File: config.mk
export PLATFORM = sky130hd
export DESIGN_NAME = soir_queue
export DESIGN_NICKNAME = d
export VERILOG_FILES = /design/src/rtl/stack_of_integer_records_defines.svh /design/src/rtl/soir_pkg.sv /design/src/rtl/soir_queue.sv
export SDC_FILE = /design/constraint.sdc
export NUM_CORES = 1
export LEC_CHECK = 0
export BUFFER_PORTS_ARGS = -buffer_cell sky130_fd_sc_hd__buf_4
export CAP_MARGIN = 20
export CORE_MARGIN = 5
export CORE_UTILIZATION = 49
export CTS_CLUSTER_DIAMETER = 200
export DETAILED_ROUTE_END_ITERATION = 10
export HOLD_SLACK_MARGIN = 0.1
export PLACE_DENSITY = 0.77
export SLEW_MARGIN = 10
export SYNTH_ARGS = -nofsm -noshare
export SYNTH_HDL_FRONTEND = slang
export SYNTH_SLANG_ARGS = --single-unit
File: constraint.sdc
create_clock -name clk -period 1.8 [get_ports clk]
set_input_delay 0.09 -clock clk [delete_from_list [all_inputs] [get_ports clk]]
set_output_delay 0.09 -clock clk [all_outputs]
set_load 0.1 [all_outputs]
File: src/rtl/stack_of_integer_records_defines.svh
// ---------------------------------------------------------------------------
// stack_of_integer_records assertion macros
// shared checks for the record stack, sampled on clk, off during reset
// ---------------------------------------------------------------------------
`ifndef STACK_OF_INTEGER_RECORDS_DEFINES_SVH
`define STACK_OF_INTEGER_RECORDS_DEFINES_SVH

// same-cycle implication
`define SOIR_ASSERT_NOW(label, cond, prop) \
    label: assert property (@(posedge clk) disable iff (!rst_n) (cond) |-> (prop)) \
    else $error("stack_of_integer_records: same-cycle check failed");

// next-cycle implication
`define SOIR_ASSERT_NEXT(label, cond, prop) \
    label: assert property (@(posedge clk) disable iff (!rst_n) (cond) |=> (prop)) \
    else $error("stack_of_integer_records: next-cycle check failed");

`endif

File: src/rtl/soir_pkg.sv
// ---------------------------------------------------------------------------
// soir_pkg
// command codes and the classified operation passed from front to back
// ---------------------------------------------------------------------------
`timescale 1ns / 1ps

package soir_pkg;

    localparam logic [1:0] CMD_CHAR = 2'd0;
    localparam logic [1:0] CMD_EOL  = 2'd1;
    localparam logic [1:0] CMD_POP  = 2'd2;

    localparam logic [7:0] CH_SPACE = 8'd32;
    localparam logic [31:0] CH_ZERO = 32'd48;

    typedef enum logic [1:0] {
        OP_DIGIT,
        OP_SPACE,
        OP_EOL,
        OP_POP
    } op_kind_t;

    typedef struct packed {
        op_kind_t   kind;
        logic [7:0] ch;
    } op_t;

endpackage

File: src/rtl/soir_queue.sv
// ---------------------------------------------------------------------------
// soir_queue
// two-entry queue of classified operations between front and back
// ---------------------------------------------------------------------------
`timescale 1ns / 1ps

module soir_queue (
    input  logic             clk,
    input  logic             rst_n,
    input  logic             push,
    input  soir_pkg::op_t    push_item,
    input  logic             pop,
    output soir_pkg::op_t    pop_item,
    output logic             nonempty,
    output logic             full
);
    import soir_pkg::*;

    op_t        slot_reg [2];
    logic       wr_ptr_reg;
    logic       wr_ptr_next;
    logic       rd_ptr_reg;
    logic       rd_ptr_next;
    logic [1:0] count_reg;
    logic [1:0] count_next;
    logic       do_push;
    logic       do_pop;

    assign nonempty = (count_reg != 2'd0);
    assign full     = (count_reg == 2'd2);
    assign pop_item = slot_reg[rd_ptr_reg];
    assign do_push  = push && !full;
    assign do_pop   = pop && nonempty;

    always_comb
    begin
        wr_ptr_next = do_push ? ~wr_ptr_reg : wr_ptr_reg;
        rd_ptr_next = do_pop ? ~rd_ptr_reg : rd_ptr_reg;
        count_next  = count_reg;
        if (do_push && !do_pop)
        begin
            count_next = count_reg + 2'd1;
        end
        else if (do_pop && !do_push)
        begin
            count_next = count_reg - 2'd1;
        end
    end

    always_ff @(posedge clk or negedge rst_n)
    begin
        if (!rst_n)
        begin
            wr_ptr_reg <= 1'b0;
            rd_ptr_reg <= 1'b0;
            count_reg  <= 2'd0;
        end
        else
        begin
            wr_ptr_reg <= wr_ptr_next;
            rd_ptr_reg <= rd_ptr_next;
            count_reg  <= count_next;
        end
    end

    always_ff @(posedge clk)
    begin
        if (do_push)
        begin
            slot_reg[wr_ptr_reg] <= push_item;
        end
    end

endmodule

==> results.py <==
metrics = {
    "layout": {
        "largest_register_ffs": 20,
        "final_cell_mix": "buf_4, edfxtp_1, dlygate4sd3_1, mux2_1, dfrtp_1",
        "layout_commonest_cell": "buf_4",
        "syn_to_final_growth_pct": 45.1,
        "final_nets": 110,
        "fill_cells": 132,
        "diodes": 0,
        "drive_above_1_share": 0.362,
    },
    "setup_path": {
        "cp_num_buf_inv": 1,
        "crit_path_max_incr_delay_ns": 0.67,
        "critical_path_required_ns": 1.71,
        "cpLargestDelayFamily": "flip-flops",
        "worstPathArrival_ns": 1.62,
        "critPathLaunchType": "flop",
        "cp_cell_sequence": "mux2_2, buf_4",
        "worst-setup-path-type": "flop to primary output",
        "endpoint_kind": "primary output",
        "crit_fanout": 11,
        "crit_path_top_delay_cell": "dfrtp_1",
    },
    "clocking": {
        "cts_setup_buffers": 0,
        "cts_resized": 0,
        "numCtsBuffers": 3,
        "path_clk_slew_ns": 0.13,
        "htreeDepth": 1,
        "cts.sinks": 24,
        "tritoncts": "done",
        "clkLatencyLatePin_ns": 0.31,
        "cts_buffer_depth": 2,
        "cts_root_buffer": "clkbuf_4",
    },
    "synth": {
        "syn-num-nets": 65,
        "synth.mux.area_fraction": 0.121,
        "synth_cells": 50,
        "synth_top_family_by_area": "multiplexers",
        "syn_area_sq_um": 928,
        "yosysSeqAreaShare": 0.755,
        "synth.area.top_cells": "edfxtp_1, mux2_1, dfrtp_1",
        "ys_warn_count": 0,
        "synth_xor_area_frac": 0.0472,
        "synth_top_cell_area_share": 0.647,
        "synth_seq_cells": 24,
        "synth-simple-area-share": 0.0472,
        "synth_compound_area_frac": 0,
        "synth_cell_types": 15,
        "syn_area_per_cell_sq_um": 18.6,
        "yosys.area.top_type": "edfxtp_1",
        "synthAdderAreaFrac": 0.0135,
    },
    "routing": {
        "drt_iter0_drc": 3,
        "ant_nets": 0,
        "wire_per_inst_microns": 14.5,
        "drt-total-wl_microns": 1720,
        "vias": 550,
        "firstDrtPassIters": 3,
        "vias_per_cell": 4.62,
        "drc": 0,
    },
    "sta": {
        "setup_violations": 0,
        "worstMarginPinSlew_ns": 0.487,
        "slew_headroom": 0.675,
        "finalCritPeriodShare": 0.948,
        "finalCriticalPeriod_ns": 1.71,
        "clock.fmax_ghz": 0.586,
        "slew_viol_final": 0,
        "skew_ns": 0.0155,
        "tns_ns": 0,
        "grt_setup_unrepaired": "false",
        "timing_hold_violations_final": 0,
    },
    "global_routing": {
        "grt_usage": 0.143,
        "grt_pass1_wl_microns": 2740,
        "grt_max_degree": 15,
        "overflow": 0,
        "grt_pass1_vias": 585,
        "antenna_found_initial": 0,
    },
    "floorplanning": {
        "dieWidth_microns": 53.5,
        "initial_core_util": 0.526,
        "die_area_sq_mm": 0.00286,
        "die-height_microns": 53.5,
        "core_area_sq_mm": 0.00176,
        "io-pin-count": 26,
        "std_cell_rows": 15,
    },
    "placement": {
        "gp_congestion": 0.690,
        "hpwl_microns": 1120,
        "portBuffers": 25,
    },
    "status": {
        "status": "finished, final reports clean",
    },
    "flow_run": {
        "cap_violations": 0,
    },
    "hold_path": {
        "hold_path_class": "primary input to flop",
    },
}
-- area by class of cell --
type                       count  area, sq um  share of cell area
sequential                    24          701               0.520
tap                           25         31.3              0.0232
inverter                       2         7.51             0.00557
multi-input combinational     23          213               0.158
clock inverter                 1         30.0              0.0223
clock buffer                   3         22.5              0.0167
timing repair buffer          41          343               0.254
-- routing by layer --
metal  part of all wire  track usage  routed length (microns)
met1               0.40        0.143                      681
met5                  0            0                        0
met4              0.011       0.0766                       19
met2               0.56        0.278                      967
met3              0.030       0.0197                       51
-- logic make-up after synthesis --
logic type / after synthesis
flops: 24
xor+xnor: 5
mux: 10
fa+ha+maj: 1
buf+inv: 3
simple gates: 7
-- what timing repair did --
item,CTS,global route
setup endpoints to repair,0,0
hold buffers,14,0
hold endpoints to repair,26,0
-- worst paths after layout --
kind                            depth (start not counted)                     start  slack, ns                        to
worst min-delay path                                    2              push_item[2]       0.50  slot_reg[1][2]$_DFFE_PP_
max in group asynchronous                               3                     rst_n       0.93    rd_ptr_reg$_DFFE_PN0P_
worst min register to register                          1  count_reg[1]$_DFFE_PN0P_       0.52  count_reg[1]$_DFFE_PN0P_
worst max register to register                          6  count_reg[0]$_DFFE_PN0P_       0.31  count_reg[1]$_DFFE_PN0P_
worst max-delay path                                    2    rd_ptr_reg$_DFFE_PN0P_       0.09               pop_item[0]
min in group asynchronous                               3                     rst_n       0.70    wr_ptr_reg$_DFFE_PN0N_
-- metrics by stage --
| stage | utilization | setup WS (ns) | area [sq um] | cells | hold slack (ns) |
|---|---|---|---|---|---|
| global route | 0.764 | 0.0310 | 1350 | 119 | 0.480 |
| floorplan | - | 0.302 | 928 | 50 | -0.206 |
| CTS | 0.764 | 0.0808 | 1350 | 119 | 0.489 |
| finish | 0.764 | 0.0938 | 1350 | 119 | 0.500 |
| detailed placement | 0.655 | 0.326 | 1150 | 101 | -0.110 |
| global placement | 0.655 | 0.407 | 1150 | 101 | -0.109 |
-- synth_stat cells --
library cell and number:
edfxtp_1 20, mux2_1 9, dfrtp_1 4, xnor2_1 3, inv_1 2, nor2_1 2, xor2_1 2, and3_1 1
buf_4 1, ha_1 1, mux2_2 1, nand2_1 1, nand2_4 1, nand2b_1 1, or2_4 1
Power is not shown: default switching activity piles up to over one toggle a cycle in this logic, so the estimate is an artifact.
